==> src/sv/ecbt_pkg.sv <==
// Package with the types, codes and constants shared by the event control block table.
`timescale 1ns / 1ps

package ecbt_pkg;

    localparam int CLASS_GROUPS_DEF    = 6;
    localparam int SLOTS_PER_CLASS_DEF = 32;
    localparam int CLASSES_PER_GROUP   = 32;
    localparam int QUEUE_DEPTH         = 2;
    localparam int EV_W                = 9;
    localparam int SPEC_W              = 8;
    localparam int HANDLER_W           = 32;
    localparam int SLOT_W              = 2 + 2 + HANDLER_W;

    localparam logic [3:0]  GROUP_ALIAS    = 4'hf;
    localparam logic [3:0]  GROUP_ALIASED  = 4'h5;
    localparam logic [15:0] MASK_SPEC16    = 16'h0301;
    localparam logic [15:0] MASK_SPEC17    = 16'h0302;
    localparam logic [7:0]  SPEC16         = 8'd16;
    localparam logic [7:0]  SPEC17         = 8'd17;
    localparam logic [31:0] MODE_WORD_INTR = 32'h0000_1000;
    localparam logic [31:0] MODE_WORD_NOIN = 32'h0000_2000;

    typedef enum logic [2:0] {
        OP_DELIVER   = 3'd0,
        OP_OPEN      = 3'd1,
        OP_CLOSE     = 3'd2,
        OP_WAIT      = 3'd3,
        OP_TEST      = 3'd4,
        OP_ENABLE    = 3'd5,
        OP_DISABLE   = 3'd6,
        OP_UNDELIVER = 3'd7
    } op_t;

    typedef enum logic [1:0] {
        ST_UNUSED  = 2'd0,
        ST_WAIT    = 2'd1,
        ST_ACTIVE  = 2'd2,
        ST_ALREADY = 2'd3
    } status_t;

    typedef enum logic [1:0] {
        MC_OTHER  = 2'd0,
        MC_INTR   = 2'd1,
        MC_NOINTR = 2'd2
    } mode_class_t;

    typedef enum logic [1:0] {
        B_CLEAR,
        B_IDLE,
        B_MOD
    } back_state_t;

    typedef struct packed {
        logic [2:0]  op;
        logic [31:0] event_class;
        logic [15:0] spec_mask;
        logic [31:0] mode_word;
        logic [31:0] handler_addr;
        logic [15:0] event_handle;
    } req_t;

    typedef struct packed {
        logic [15:0] return_value;
        logic        call_handler;
        logic [31:0] handler_out;
        logic        bad_index;
    } rsp_t;

    typedef struct packed {
        op_t                  op;
        logic [EV_W-1:0]      ev;
        logic [SPEC_W-1:0]    spec;
        logic                 bad;
        mode_class_t          mode_class;
        logic [HANDLER_W-1:0] handler;
    } cmd_t;

    typedef struct packed {
        status_t              status;
        mode_class_t          mode_class;
        logic [HANDLER_W-1:0] handler;
    } slot_t;

endpackage

==> src/sv/ecbt_queue.sv <==
// Two-entry command queue between the front and back parts.
`timescale 1ns / 1ps

module ecbt_queue (
    input  logic          clk,
    input  logic          rst_n,
    input  logic          push,
    input  ecbt_pkg::cmd_t push_cmd,
    input  logic          pop,
    output ecbt_pkg::cmd_t head,
    output logic          empty,
    output logic          full
);
    import ecbt_pkg::*;

    localparam int PTR_W = $clog2(QUEUE_DEPTH);

    cmd_t             entry_reg [QUEUE_DEPTH];
    logic [PTR_W-1:0] wr_ptr_reg;
    logic [PTR_W-1:0] wr_ptr_next;
    logic [PTR_W-1:0] rd_ptr_reg;
    logic [PTR_W-1:0] rd_ptr_next;
    logic [PTR_W:0]   count_reg;
    logic [PTR_W:0]   count_next;
    logic             do_push;
    logic             do_pop;

    assign empty   = (count_reg == '0);
    assign full    = (count_reg == (PTR_W + 1)'(QUEUE_DEPTH));
    assign do_push = push && !full;
    assign do_pop  = pop && !empty;
    assign head    = entry_reg[rd_ptr_reg];

    always_comb
    begin
        wr_ptr_next = wr_ptr_reg;
        rd_ptr_next = rd_ptr_reg;
        count_next  = count_reg;
        if (do_push)
        begin
            wr_ptr_next = (wr_ptr_reg == PTR_W'(QUEUE_DEPTH - 1)) ? '0 : wr_ptr_reg + 1'b1;
        end
        if (do_pop)
        begin
            rd_ptr_next = (rd_ptr_reg == PTR_W'(QUEUE_DEPTH - 1)) ? '0 : rd_ptr_reg + 1'b1;
        end
        if (do_push && !do_pop)
        begin
            count_next = count_reg + 1'b1;
        end
        else if (do_pop && !do_push)
        begin
            count_next = count_reg - 1'b1;
        end
    end

    always_ff @(posedge clk or negedge rst_n)
    begin
        if (!rst_n)
        begin
            wr_ptr_reg <= '0;
            rd_ptr_reg <= '0;
            count_reg  <= '0;
        end
        else
        begin
            wr_ptr_reg <= wr_ptr_next;
            rd_ptr_reg <= rd_ptr_next;
            count_reg  <= count_next;
        end
    end

    always_ff @(posedge clk)
    begin
        if (do_push)
        begin
            entry_reg[wr_ptr_reg] <= push_cmd;
        end
    end

endmodule

==> config.mk <==
export PLATFORM = sky130hd
export DESIGN_NAME = ecbt_queue
export DESIGN_NICKNAME = d
export VERILOG_FILES = /design/src/sv/ecbt_pkg.sv /design/src/sv/ecbt_queue.sv
export SDC_FILE = /design/constraint.sdc
export NUM_CORES = 1
export LEC_CHECK = 0
export BUFFER_PORTS_ARGS = -buffer_cell sky130_fd_sc_hd__buf_2
export CORE_MARGIN = 3
export CORE_UTILIZATION = 30
export DETAILED_ROUTE_END_ITERATION = 10
export PLACE_DENSITY = 0.6
export SLEW_MARGIN = 25
export SYNTH_ARGS = -nofsm -noshare
export SYNTH_HDL_FRONTEND = slang
export SYNTH_SLANG_ARGS = --single-unit
==> constraint.sdc <==
create_clock -name clk -period 8.5 [get_ports clk]
set_clock_uncertainty 0.2 [all_clocks]
set_input_delay 0.85 -clock clk [delete_from_list [all_inputs] [get_ports clk]]
set_output_delay 0.85 -clock clk [all_outputs]
set_load 0.05 [all_outputs]
==> impl_metrics.json <==
{
  "clkSinkCount": 114,
  "grt_max_degree": 57,
  "syn_nets": 250,
  "ant_nets": 0,
  "vias": 2165,
  "ys_seq_area_frac": 0.7859,
  "wirelength_um": 7737,
  "min_path_type": "in -> async",
  "nets": 380,
  "drv_cap": 0,
  "largest_reg_flops": 110,
  "tns_ns": 0,
  "cp.required_ns": 7.45,
  "post-route-util": 0.4055,
  "syn_area_mm2": 0.004330,
  "crit_path_start": "rd_ptr_reg$_DFFE_PN0P_",
  "ctsResizeCount": 0,
  "vias_per_cell": 4.220,
  "dieHeight_um": 126.1,
  "cts_made_buffers": 17,
  "yosysUniqueCellTypes": 15,
  "r2r-start": "count_reg[0]$_DFFE_PN0P_",
  "final_cells": 513,
  "synth-simple-area-share": 0.006357,
  "gp_congestion": 0.6562,
  "yosys.area_share.xor_xnor": 0.01011,
  "antenna_cells": 0,
  "synth.avg_cell_area_um2": 22.79,
  "syn_inst": 190,
  "hold_viol": 0,
  "worstMarginPinSlew_ns": 0.9963,
  "synth_warnings": 0,
  "post_cts_buffers": 0,
  "insertion_delay_ns": 0.41,
  "synthToLayoutAreaGrowth_pct": 31.00,
  "status": "complete, no violations",
  "track_usage": 0.1026,
  "rows": 43,
  "grt-ovfl-total": 0,
  "synthMuxAreaShare": 0.1777,
  "dp_cells": 481,
  "cp-start-kind": "flip-flop",
  "synth_compound_area_frac": 0.001156,
  "pin_count": 116,
  "root_buffer": "clkbuf_16",
  "crit_arrival_ns": 2.15,
  "period_share": 0.3759,
  "synth-seq-cells": 114,
  "clk_path_buf_depth": 2,
  "drive_above_1_share": 0.6096,
  "htreeDepth": 4,
  "critPathKind": "reg -> out",
  "rsz0062_at_grt": "false",
  "ir_drop_uv": 228.1,
  "final_common_cell": "buf_2",
  "initial_core_util": 0.3096,
  "grt_pass1_wl_um": 12180,
  "endpoint_kind": "primary output",
  "grt_pass1_vias": 2393,
  "clock.fmax_ghz": 0.3130,
  "slew_violations": 0,
  "cellPowerDensity_mw_per_mm2": 432.5,
  "multiInputGateArea_um2": 867.1,
  "cts_tree": "built",
  "final_cell_mix": "buf_2, edfxtp_1, mux2_4",
  "dpl.hpwl_um": 4950,
  "fillers": 1311,
  "holdBufCountCts": 0,
  "drt_iter0_markers": 116,
  "post_synth_fa_ha_maj_area_fraction": 0.002889,
  "drc": 0,
  "dieArea_mm2": 0.01591,
  "synth_top_family_by_area": "multiplexers",
  "firstDrtPassIters": 4,
  "p_leak_nw": 2.257,
  "final-seq-area_mm2": 0.003407,
  "post_drt_wl_per_cell_um": 15.08,
  "slew_headroom": 0.3358,
  "clk_pin_slew_ns": 0.05,
  "period_needed_ns": 3.195,
  "io_buffers": 115,
  "cp_max_fo": 56,
  "die_w_um": 126.1,
  "power_w": 0.002453,
  "core_area_mm2": 0.01399,
  "setup_viol": 0,
  "antenna_found_initial": 0
}
routing by layer:
| layer | GRT usage | routed length, um | up-vias |
|---|---|---|---|
| li1 | - | - | 1010 |
| met1 | 0.1116 | 3175 | 1066 |
| met2 | 0.1687 | 3933 | 79 |
| met3 | 0.04919 | 502 | 10 |
| met4 | 0.04921 | 125 | 0 |
| met5 | 0 | 0 | - |
critical path, cell delays in order, from the launching register on:
cell	delay [ns]
dfrtp_4	1.07
mux2_2	0.42
buf_2	0.21
area by class of cell:
class | count | area share
flip-flops and latches | 114 | 0.6006
multi-input cells | 68 | 0.1528
repair buffers | 117 | 0.1041
clock buffers | 19 | 0.07631
well taps | 180 | 0.03970
clock inverters | 13 | 0.02514
inverters | 2 | 0.001323
report_power, final:
part / leakage (nW) / total, W / switching (W) / internal, W
Clock: 0.281 / 0.000683 / 0.000230 / 0.000454
Combinational: 0.908 / 0.000895 / 0.000602 / 0.000293
Sequential: 1.07 / 0.000875 / 0.000103 / 0.000772
cells in the mapped netlist:
cell type | number | share of area
nand2_1 | 1 | 0.00087
and3_1 | 1 | 0.0014
nor2_1 | 3 | 0.0026
inv_1 | 2 | 0.0017
nand2b_1 | 1 | 0.0014
o21ai_0 | 1 | 0.0012
buf_6 | 5 | 0.013
ha_1 | 1 | 0.0029
dfrtp_1 | 4 | 0.023
buf_2 | 1 | 0.0012
xor2_1 | 2 | 0.0040
xnor2_1 | 3 | 0.0061
mux2_4 | 40 | 0.14
mux2_2 | 15 | 0.039
edfxtp_1 | 110 | 0.76
final timing paths:
path / slack, ns / end / depth (start not counted)
worst min-delay path: 0.04 / wr_ptr_reg$_DFFE_PN0P_ / 1
worst max-delay path: 5.30 / head[39] / 2
worst max register to register: 6.21 / entry_reg[0][10]$_DFFE_PP_ / 4
worst min register to register: 0.32 / count_reg[1]$_DFFE_PN0P_ / 1
min in group clk: 0.32 / count_reg[1]$_DFFE_PN0P_ / 1
max in group asynchronous: 7.90 / rd_ptr_reg$_DFFE_PN0P_ / 1
through the flow:
| step | cell area [um2] | hold slack, ns | setup WS [ns] |
|---|---|---|---|
| after floorplan | 4330 | 0.2608 | 4.589 |
| after global placement | 5097 | 0.3044 | 5.700 |
| after detailed placement | 5097 | 0.3053 | 5.684 |
| after CTS | 5673 | 0.02364 | 5.233 |
| after global routing | 5673 | 0.02088 | 5.176 |
| final | 5673 | 0.04143 | 5.305 |
cell families after synthesis:
group | after synthesis
AOI/OAI and AO/OA | 1
xor gates and xnor gates | 5
adders and majority gates | 1
buffers and inverters | 8
DFF | 114
muxes | 55
and+or+nand+nor | 6
Note: power is estimated with default switching activity, not from simulation.
