[src/sv/ecbt_pkg.sv]
// Package with the types, codes and constants shared by the event control block table.
`timescale 1ns / 1ps

package ecbt_pkg;

    localparam int CLASS_GROUPS_DEF    = 6;
    localparam int SLOTS_PER_CLASS_DEF = 32;
    localparam int CLASSES_PER_GROUP   = 32;
    localparam int QUEUE_DEPTH         = 2;
    localparam int EV_W                = 9;
    localparam int SPEC_W              = 8;
    localparam int HANDLER_W           = 32;
    localparam int SLOT_W              = 2 + 2 + HANDLER_W;

    localparam logic [3:0]  GROUP_ALIAS    = 4'hf;
    localparam logic [3:0]  GROUP_ALIASED  = 4'h5;
    localparam logic [15:0] MASK_SPEC16    = 16'h0301;
    localparam logic [15:0] MASK_SPEC17    = 16'h0302;
    localparam logic [7:0]  SPEC16         = 8'd16;
    localparam logic [7:0]  SPEC17         = 8'd17;
    localparam logic [31:0] MODE_WORD_INTR = 32'h0000_1000;
    localparam logic [31:0] MODE_WORD_NOIN = 32'h0000_2000;

    typedef enum logic [2:0] {
        OP_DELIVER   = 3'd0,
        OP_OPEN      = 3'd1,
        OP_CLOSE     = 3'd2,
        OP_WAIT      = 3'd3,
        OP_TEST      = 3'd4,
        OP_ENABLE    = 3'd5,
        OP_DISABLE   = 3'd6,
        OP_UNDELIVER = 3'd7
    } op_t;

    typedef enum logic [1:0] {
        ST_UNUSED  = 2'd0,
        ST_WAIT    = 2'd1,
        ST_ACTIVE  = 2'd2,
        ST_ALREADY = 2'd3
    } status_t;

    typedef enum logic [1:0] {
        MC_OTHER  = 2'd0,
        MC_INTR   = 2'd1,
        MC_NOINTR = 2'd2
    } mode_class_t;

    typedef enum logic [1:0] {
        B_CLEAR,
        B_IDLE,
        B_MOD
    } back_state_t;

    typedef struct packed {
        logic [2:0]  op;
        logic [31:0] event_class;
        logic [15:0] spec_mask;
        logic [31:0] mode_word;
        logic [31:0] handler_addr;
        logic [15:0] event_handle;
    } req_t;

    typedef struct packed {
        logic [15:0] return_value;
        logic        call_handler;
        logic [31:0] handler_out;
        logic        bad_index;
    } rsp_t;

    typedef struct packed {
        op_t                  op;
        logic [EV_W-1:0]      ev;
        logic [SPEC_W-1:0]    spec;
        logic                 bad;
        mode_class_t          mode_class;
        logic [HANDLER_W-1:0] handler;
    } cmd_t;

    typedef struct packed {
        status_t              status;
        mode_class_t          mode_class;
        logic [HANDLER_W-1:0] handler;
    } slot_t;

endpackage

[src/sv/ecbt_front.sv]
// Front part: accepts request items and decodes them into slot commands.
`timescale 1ns / 1ps

module ecbt_front #(
    parameter int CLASS_GROUPS    = ecbt_pkg::CLASS_GROUPS_DEF,
    parameter int SLOTS_PER_CLASS = ecbt_pkg::SLOTS_PER_CLASS_DEF
) (
    input  logic           req_valid,
    output logic           req_ready,
    input  ecbt_pkg::req_t req,
    input  logic           queue_full,
    input  logic           clearing,
    output logic           push,
    output ecbt_pkg::cmd_t push_cmd
);
    import ecbt_pkg::*;

    localparam int ROWS = CLASS_GROUPS * CLASSES_PER_GROUP;

    logic [3:0]        grp;
    logic [EV_W-1:0]   ev;
    logic [SPEC_W-1:0] spec;
    logic [SPEC_W-1:0] mask_spec;
    logic              by_desc;

    assign req_ready = !queue_full && !clearing;
    assign push      = req_valid && req_ready;

    always_comb
    begin
        mask_spec = '0;
        if (req.spec_mask == MASK_SPEC16)
        begin
            mask_spec = SPEC16;
        end
        else if (req.spec_mask == MASK_SPEC17)
        begin
            mask_spec = SPEC17;
        end
        else
        begin
            for (int i = 15; i >= 0; i--)
            begin
                if (req.spec_mask[i])
                begin
                    mask_spec = SPEC_W'(i);
                end
            end
        end
    end

    always_comb
    begin
        grp     = (req.event_class[27:24] == GROUP_ALIAS) ? GROUP_ALIASED
                                                          : req.event_class[27:24];
        by_desc = (req.op inside {OP_DELIVER, OP_OPEN, OP_UNDELIVER});
        if (by_desc)
        begin
            ev   = {grp, req.event_class[4:0]};
            spec = mask_spec;
        end
        else
        begin
            ev   = {1'b0, req.event_handle[7:0]};
            spec = req.event_handle[15:8];
        end

        push_cmd.op      = op_t'(req.op);
        push_cmd.ev      = ev;
        push_cmd.spec    = spec;
        push_cmd.bad     = (32'(ev) >= ROWS) || (32'(spec) >= SLOTS_PER_CLASS);
        push_cmd.handler = req.handler_addr;
        if (req.mode_word == MODE_WORD_INTR)
        begin
            push_cmd.mode_class = MC_INTR;
        end
        else if (req.mode_word == MODE_WORD_NOIN)
        begin
            push_cmd.mode_class = MC_NOINTR;
        end
        else
        begin
            push_cmd.mode_class = MC_OTHER;
        end
    end

endmodule

[config.mk]
export PLATFORM = sky130hd
export DESIGN_NAME = ecbt_front
export DESIGN_NICKNAME = d
export VERILOG_FILES = /design/src/sv/ecbt_pkg.sv /design/src/sv/ecbt_front.sv
export SDC_FILE = /design/constraint.sdc
export NUM_CORES = 1
export LEC_CHECK = 0
export BUFFER_PORTS_ARGS = -buffer_cell sky130_fd_sc_hd__buf_2
export CAP_MARGIN = 15
export CORE_AREA = 2 2 73 75
export DETAILED_ROUTE_END_ITERATION = 6
export DIE_AREA = 0 0 75 77
export PLACE_DENSITY_LB_ADDON = 0.05
export SYNTH_ARGS = -nofsm -noshare
export SYNTH_HDL_FRONTEND = slang
export SYNTH_SLANG_ARGS = --single-unit
[constraint.sdc]
create_clock -name vclk -period 1.3
set_input_delay 0.13 -clock vclk [all_inputs]
set_output_delay 0.13 -clock vclk [all_outputs]
set_load 0.005 [all_outputs]
==> results of run 1 <==
==> critical path: cells and delay by family <==
kind                   cells  cell delay (ns)
AND/OR/NAND/NOR            3             0.79
buffers and inverters      2             0.26
==> cells in the mapped netlist, drive strengths merged (2+ instances only) <==
cell and n:
mux2i 3, nor4 11, nand3 4, nand2 21
inv 9, buf 37, a32o 2, a31oi 3
nor3 2, o21ai 6, nand4 3, nor2 10
and2 6
==> metrics by stage <==
stage                     instance area, µm²  worst slack, ns  total power [mW]  hold slack (ns)
after floorplan                          815            0.252             0.216            0.292
after global placement                  1200          -0.0789             0.355            0.260
after detailed placement                1200          -0.0752             0.358            0.260
after CTS                               1240          -0.0594             0.371            0.260
after global routing                    1350           -0.120             0.445            0.260
final                                   1350          -0.0118             0.400            0.260
==> final cells by class <==
| type | instances | area [µm²] |
|---|---|---|
| fill | 583 | 3630 |
| tap | 70 | 87.6 |
| multi-input combinational | 83 | 598 |
| timing repair buffer | 112 | 631 |
| inverter | 9 | 33.8 |
==> layout by cell type (no fill, tap or decap), types with 2 or more instances in the layout <==
master and instances:
a31oi_1 3, a32o_1 2, and2_1 6, buf_2 96, buf_4 8, buf_6 8
inv_1 9, mux2i_1 2, nand2_1 21, nand3_1 3, nand4_1 3, nor2_1 9
nor4_1 4, nor4_2 4, nor4_4 3, o21ai_0 3, o21ai_1 2
==> power groups by stage <==
stage               logic, mW  registers [mW]  clock network [mW]
floorplan               0.216               0                   0
global placement        0.355               0                   0
detailed placement      0.358               0                   0
CTS                     0.371               0                   0
global route            0.445               0                   0
finish                  0.400               0                   0
==> path summary, 6_finish.rpt <==
| kind | start | endpoint | slack [ns] | cells past startpoint |
|---|---|---|---|---|
| hold / removal | req[16] | push_cmd[0] | 0.26 | 0 |
| setup / recovery | req[78] | push_cmd[33] | -0.01 | 5 |
==> cell families (layout without fill, tap and decap cells) <==
group / after synthesis / after routing / share of synthesized area [%]
compound gates: 18 / 18 / 19.0
xor+xnor: 1 / 1 / 1.08
buf+inv: 46 / 121 / 37.9
mux: 4 / 4 / 5.07
simple gates: 60 / 60 / 36.9
==> routing by layer <==
metal  up-vias  share of wire [%]  GRT usage [%]
met5         -                  0              0
met4         0                2.1           1.79
met3        12                9.1           1.84
met2        64                 51           18.6
met1       501                 38           11.9
li1        565                  -              -
==> timing repair <==
| action | in CTS | in global routing |
|---|---|---|
| gates cloned | 0 | 0 |
| setup buffers | 1 | 0 |
| gates resized for setup | 7 | 18 |
| setup endpoints to repair | 4 | 8 |
| pin swaps | 4 | 5 |
==> out/metrics.yaml, run 1 <==
status: "complete, but fails checks"
violations: "setup timing"
p_int_uw: 218
layout.cells.non_filler: 274
clockPowerShare_pct: 0
hold_path.class: "in2out"
start_util_pct: 16.4
ant_nets: 0
maxSlewViolCount: 0
synth_area_leaders: "buf_4 (33%), nand2_1 (9.7%), nor4_1 (8.4%)"
grt_max_degree: 12
period_share_pct: 101
ys_seq_area_share_pct: 0
path_cells: "buf_6 > nor4_4 > nand4_1 > nor4b_2 > buf_2"
io_pins: 191
die_area_mm2: 0.00578
nClkBuffers: 0
crit_slowest_cell: "nor4b_2"
crit_path_start_kind: "primary input"
finalSetupViolations: 2
netlist.area_leader.share_pct: 33.2
crit_fanout: 2
seq_power_share_pct: 0
wl_per_cell_um: 13.0
leakagePower_nw: 0.697
gr-total-overflow: 0
syn_area_um2: 815
fmax_ghz: 0.762
ir_drop_mv: 0.0761
swShare_pct: 45.5
maxCapViolations: 0
syn-num-nets: 263
drt_iter0_drc: 20
endpoint_kind: "primary output"
synthCells: 129
tightestPinTransition_ns: 0.265
numPlacedInstances: 273
yosys.area.top_type: "buf_4"
dr_total_vias: 1142
remaining_drc_errors: 0
drt-total-wl_um: 3560
power_density_mw_per_mm2: 296
grt_usage_pct: 10.1
cp.arrival_ns: 1.18
grt_antenna_before_repair: 0
fp-row-count: 26
slowest_delay_ns: 0.32
synth.avg_cell_area_um2: 6.31
critPathKind: "in2out"
fin_tns_setup_ns: -0.0231
gp_congestion: 0.821
seq_area_um2: 0
post-dp-hpwl_um: 3020
switchingPower_uw: 182
nFlopsAndLatches: 0
combinationalPowerShare_pct: 100.0
grt_pass1_vias: 1120
grt_setup_unrepaired: "true"
insertedDiodeCount: 0
ys_types: 28
min_period_ns: 1.31
slew_headroom_pct: 82.2
worstPathRequired_ns: 1.17
dieHeight_um: 77
fp.dieW_um: 75
areaGrowthSynthToFinish_pct: 65.7
first_pass_iters: 4
cts_hold_buf: 0
portBuffers: 104
hold_viol: 0
final_nets: 340
drive_above_1_share_pct: 63.7
yosysWarnings: 0
grt_pass1_wl_um: 4820
timing.final.ws_setup_ns: -0.0118
via_per_inst: 4.17
fin_util_pct: 27.1
design.core.area_mm2: 0.00498
Power figures use the tool's default switching activity.
==> run 2, diff against run 1 <==
- ABC_AREA: not set -> 1
- CORE_AREA: 2 2 73 75 -> 2 2 74 76
- DIE_AREA: 0 0 75 77 -> 0 0 76 78
==> run 2 against run 1 <==
Net effect:
- the run still ends with setup timing left
- clock-buffer cell count is the same
- via count grew 4.2%
- die area grew 2.6%
- non-clock buffer count grew 3
- sequential share of layout area is the same
- critical path type unchanged
==> out/metrics.yaml, run 2 <==
status: "complete, but fails checks"  # unchanged
violations: "setup timing"  # unchanged
n_fill_cell: 588  # was 583
ant_nets: 0  # unchanged
path_cells: "buf_6 > or2_4 > nor3_4 > nand4_2 > nor4_2 > nor2_1 > a21oi_2 > buf_2"  # was buf_6 > nor4_4 > nand4_1 > nor4b_2 > buf_2
io_pins: 191  # unchanged
drive_above_1_share_pct: 58.0  # was 63.7%
crit_path_start_kind: "primary input"  # unchanged
min_period_ns: 1.33  # was 1.31 ns
leakagePower_nw: 0.824  # was 0.697 nW
fp.dieW_um: 76  # was 75 µm
grt_pass1_vias: 1140  # was 1120
grt_usage_pct: 9.73  # was 10.1%
grt_antenna_before_repair: 0  # unchanged
synth_area_leaders: "buf_4 (31%), nand2_1 (23%), inv_1 (8.5%)"  # was buf_4 (33%), nand2_1 (9.7%), nor4_1 (8.4%)
grt_setup_unrepaired: "true"  # unchanged
post-dp-hpwl_um: 2950  # was 3020 µm
finalSetupViolations: 2  # unchanged
gr-total-overflow: 0  # unchanged
fmax_ghz: 0.750  # was 0.762 GHz
syn_area_um2: 880  # was 815 µm²
cp.arrival_ns: 1.20  # was 1.18 ns
ys_types: 26  # was 28
dr_total_vias: 1190  # was 1142
worstPathRequired_ns: 1.17  # about the same
final_common_cell: "buf_2"  # unchanged
post_dp_cell_area_mm2: 0.00128  # was 0.00120 mm²
met2_length_um: 1750  # was 1810 µm
yosysWarnings: 0  # unchanged
hold_viol: 0  # unchanged
seq_area_um2: 0  # unchanged
wl_met1_um: 1150  # was 1340 µm
grt_max_degree: 10  # was 12
final_area_mm2: 0.00139  # was 0.00135 mm²
die_area_mm2: 0.00593  # was 0.00578 mm²
ys_seq_area_share_pct: 0  # unchanged
fin_tns_setup_ns: -0.0556  # was -0.0231 ns
fp-row-count: 26  # unchanged
nFlopsAndLatches: 0  # unchanged
synthTopCellsByCount: "nand2_1 (54), buf_4 (36), inv_1 (20), nor2_1 (13), nor4_1 (7)"  # was buf_4 (36), nand2_1 (21), nor4_1 (11), nor2_1 (10), inv_1 (9)
endpoint_kind: "primary output"  # unchanged
critPathKind: "in2out"  # unchanged
min_delay_path_depth: 0  # unchanged
wl_per_cell_um: 10.5  # was 13.0 µm
final_nets: 374  # was 340
tightestPinTransition_ns: 0.311  # was 0.265 ns
insertedDiodeCount: 0  # unchanged
design.core.area_mm2: 0.00504  # was 0.00498 mm²
path_depth: 8  # was 5
final_cell_mix: "buf_2 (98), nand2_1 (53), inv_1 (17)"  # was buf_2 (96), nand2_1 (21), nor2_1 (9), inv_1 (9)
crit_family: "simple AND/OR/NAND/NOR gates"  # unchanged
portBuffers: 104  # unchanged
yosysMostFrequentCell: "nand2_1"  # was buf_4
first_pass_iters: 4  # unchanged
power_density_mw_per_mm2: 290  # was 296 mW/mm²
nClkBuffers: 0  # unchanged
timing.final.ws_setup_ns: -0.0335  # was -0.0118 ns
via_per_inst: 3.86  # was 4.17
synth.avg_cell_area_um2: 5.50  # was 6.31 µm²
yosys.area.top_type: "buf_4"  # unchanged
maxCapViolations: 0  # unchanged
start_util_pct: 17.4  # was 16.4%
drt_iter0_drc: 12  # was 20
path_buf_inv: 2  # unchanged
remaining_drc_errors: 0  # unchanged
syn-num-nets: 294  # was 263
dr.max_layer_used: "met4"  # unchanged
maxSlewViolCount: 0  # unchanged
fin_util_pct: 27.5  # was 27.1%
hold_path.class: "in2out"  # unchanged
cts_hold_buf: 0  # unchanged
crit_fanout: 2  # unchanged
areaGrowthSynthToFinish_pct: 57.9  # was 65.7%
slowest_delay_ns: 0.25  # was 0.32 ns
period_share_pct: 103  # was 101%
slew_headroom_pct: 79.0  # was 82.2%
drt-total-wl_um: 3240  # was 3560 µm
dieHeight_um: 78  # was 77 µm
synthCells: 160  # was 129
gp_congestion: 0.688  # was 0.821
netlist.area_leader.share_pct: 30.7  # was 33.2%
dr_wl_met3_um: 275  # was 325 µm
grt_pass1_wl_um: 5000  # was 4820 µm
ir_drop_mv: 0.0838  # was 0.0761 mV
crit_slowest_cell: "or2_4"  # was nor4b_2
run 2: cell count changes in the layout (fill, tap and decap cells not counted), sizes merged, moves of 3 or more:
cell   previous run  this run
a31oi             3         0
inv               9        21
a21oi             1         4
or2               0         3
mux2i             3         0
o21ai             6         3
and2              6         1
nand2            21        54
buf             112       115
nor2             10        14
run 2: timing repair:
item | CTS | global route
pin swaps | 11 | 12
cloned | 0 | 0
buffers inserted | 2 | 0
resized for setup | 14 | 9
endpoints found under the setup margin | 7 | 8
run 2: final timing paths:
kind | startpoint | to | slack [ns]
worst max-delay path | req[95] | push_cmd[39] | -0.03
worst min-delay path | req[26] | push_cmd[10] | 0.26
run 2: power by group:
part	switching [mW]	internal (mW)	total, mW
Sequential	0	0	0
Combinational	0.185	0.219	0.403
Clock	0	0	0
run 2: cells by family after synthesis:
group	Yosys count	synth area share [%]
simple gates	92	50.9
buf+inv	58	40.1
compound gates	10	8.96
run 2: metal layers:
metal	up-vias	global-route usage, %
met2	63	19.5
li1	629	-
met1	490	10.2
met3	8	2.09
met5	-	0
met4	0	2.55
run 2: per-stage QoR:
step	power, mW	std cells	setup slack (ns)	hold slack [ns]
2_1_floorplan	0.227	160	0.188	0.287
3_5_place_dp	0.374	306	-0.0984	0.260
5_1_grt	0.455	308	-0.150	0.260
4_1_cts	0.402	308	-0.0757	0.260
6_report	0.403	308	-0.0335	0.260
3_3_place_gp	0.380	306	-0.0841	0.260
run 2: cell type report:
| type | count | area (µm²) | share of cell area (%) |
|---|---|---|---|
| Timing Repair Buffer | 115 | 644 | 46.4 |
| Tap cell | 70 | 87.6 | 6.31 |
| Multi-Input combinational cell | 102 | 576 | 41.4 |
| Inverter | 21 | 81.3 | 5.86 |
==> run 3, diff against run 2 <==
- BUFFER_PORTS_ARGS: -buffer_cell sky130_fd_sc_hd__buf_2 -> not set
- DONT_BUFFER_PORTS: not set -> 1
==> run 3 against run 2 <==
Net effect:
- the flow now finishes without violations
- global-route usage decreased by 1.6 points
- largest cell class is now multi-input combinational cells
- sequential cell count unchanged
- setup slack improved by 0.10 ns
- via count fell by 28%
- clock-buffer cell count unchanged
- first-iteration DRC count shrank 33%
- worst hold slack unchanged
- sequential share of layout area stayed put
- die area is the same
- core utilization shrank 12 points
- highest routed layer unchanged
- critical path depth fell by 2
- largest power group unchanged
==> out/metrics.yaml, run 3 (same netlist as run 2, synthesis figures left out) <==
status: "completed"  # was complete, but fails checks
path_cells: "or2_4 > nor3_4 > nand4_2 > nor4_2 > nor2_1 > a21oi_2"  # was buf_6 > or2_4 > nor3_4 > nand4_2 > nor4_2 > nor2_1 > a21oi_2 > buf_2
seq_area_um2: 0  # unchanged
grt_usage_pct: 8.09  # was 9.73%
gp_congestion: 0.755  # was 0.688
fmax_ghz: 0.814  # was 0.750 GHz
hold_viol: 0  # unchanged
slew_headroom_pct: 75.3  # was 79.0%
fp.dieW_um: 76  # unchanged
crit_path_start_kind: "primary input"  # unchanged
remaining_drc_errors: 0  # unchanged
post-dp-hpwl_um: 2440  # was 2950 µm
crit_fanout: 3  # was 2
gr-total-overflow: 0  # unchanged
worstPathRequired_ns: 1.17  # about the same
nClkBuffers: 0  # unchanged
grt_antenna_before_repair: 0  # unchanged
fp-row-count: 26  # unchanged
maxSlewViolCount: 0  # unchanged
crit_family: "simple AND/OR/NAND/NOR gates"  # unchanged
leakagePower_nw: 0.368  # was 0.824 nW
ctsResizeCount: 0  # was 14
io_pins: 191  # unchanged
min_period_ns: 1.23  # was 1.33 ns
power_density_mw_per_mm2: 256  # was 290 mW/mm²
tightestPinTransition_ns: 0.367  # was 0.311 ns
insertedDiodeCount: 0  # unchanged
final_common_cell: "nand2_1"  # was buf_2
crit_slowest_cell: "or2_4"  # unchanged
fin_hold_ws_ns: 0.260  # unchanged
grt_pass1_wl_um: 4080  # was 5000 µm
ant_nets: 0  # unchanged
slowest_delay_ns: 0.24  # was 0.25 ns
endpoint_kind: "primary output"  # unchanged
final_cell_mix: "nand2_1 (54), inv_1 (20), nor2_1 (13)"  # was buf_2 (98), nand2_1 (53), inv_1 (17)
drt-total-wl_um: 2680  # was 3240 µm
fin_util_pct: 15.2  # was 27.5%
portBuffers: 0  # was 104
critPathKind: "in2out"  # unchanged
grt_pass1_vias: 810  # was 1140
drive_above_1_share_pct: 15.8  # was 58.0%
hold_path.class: "in2out"  # unchanged
dieHeight_um: 78  # unchanged
cp.arrival_ns: 1.10  # was 1.20 ns
cts_hold_buf: 0  # unchanged
areaGrowthSynthToFinish_pct: -12.7  # was 57.9%
via_per_inst: 4.21  # was 3.86
maxCapViolations: 0  # unchanged
start_util_pct: 17.4  # unchanged
design.core.area_mm2: 0.00504  # unchanged
post_cts_buffers: 0  # was 2
ir_drop_mv: 0.0575  # was 0.0838 mV
grt_setup_unrepaired: "true"  # unchanged
wl_per_cell_um: 13.2  # was 10.5 µm
die_area_mm2: 0.00593  # unchanged
path_buf_inv: 0  # was 2
dr_total_vias: 855  # was 1190
nFlopsAndLatches: 0  # unchanged
drt_iter0_drc: 8  # was 12
final_nets: 269  # was 374
finalSetupViolations: 0  # was 2
period_share_pct: 94.5  # was 103%
first_pass_iters: 4  # unchanged
grt_max_degree: 14  # was 10
## run 3: per-stage QoR
stage / setup TNS (ns) / setup slack, ns / cell area, µm² / total power [mW] / cells
2_1_floorplan: 0 / 0.188 / 880 / 0.227 / 160
3_3_place_gp: 0 / 0.0420 / 768 / 0.202 / 203
3_5_place_dp: 0 / 0.0348 / 768 / 0.203 / 203
4_1_cts: 0 / 0.0348 / 768 / 0.204 / 203
5_1_grt: -0.0436 / -0.0436 / 768 / 0.225 / 203
6_report: 0 / 0.0710 / 768 / 0.197 / 203
## run 3: cell type report
type | instances | area (µm²)
Fill cell | 608 | 4270
Inverter | 21 | 78.8
Multi-Input combinational cell | 102 | 527
Tap cell | 70 | 87.6
Timing Repair Buffer | 10 | 75.1
## run 3: worst paths after layout
path	from	endpoint	slack (ns)	cells after the start
worst max-delay path	req[95]	push_cmd[39]	0.07	6
worst min-delay path	req[26]	push_cmd[10]	0.26	0
## run 3: power breakdown
part	internal [mW]	switching, mW	total, mW
sequential	0	0	0
clock	0	0	0
combinational	0.0848	0.112	0.197
## run 3: routing by layer
layer / track usage, % / wire length [µm]
met4: 2.55 / 77
met5: 0 / 0
met1: 8.41 / 904
met3: 2.33 / 327
met2: 15.6 / 1370
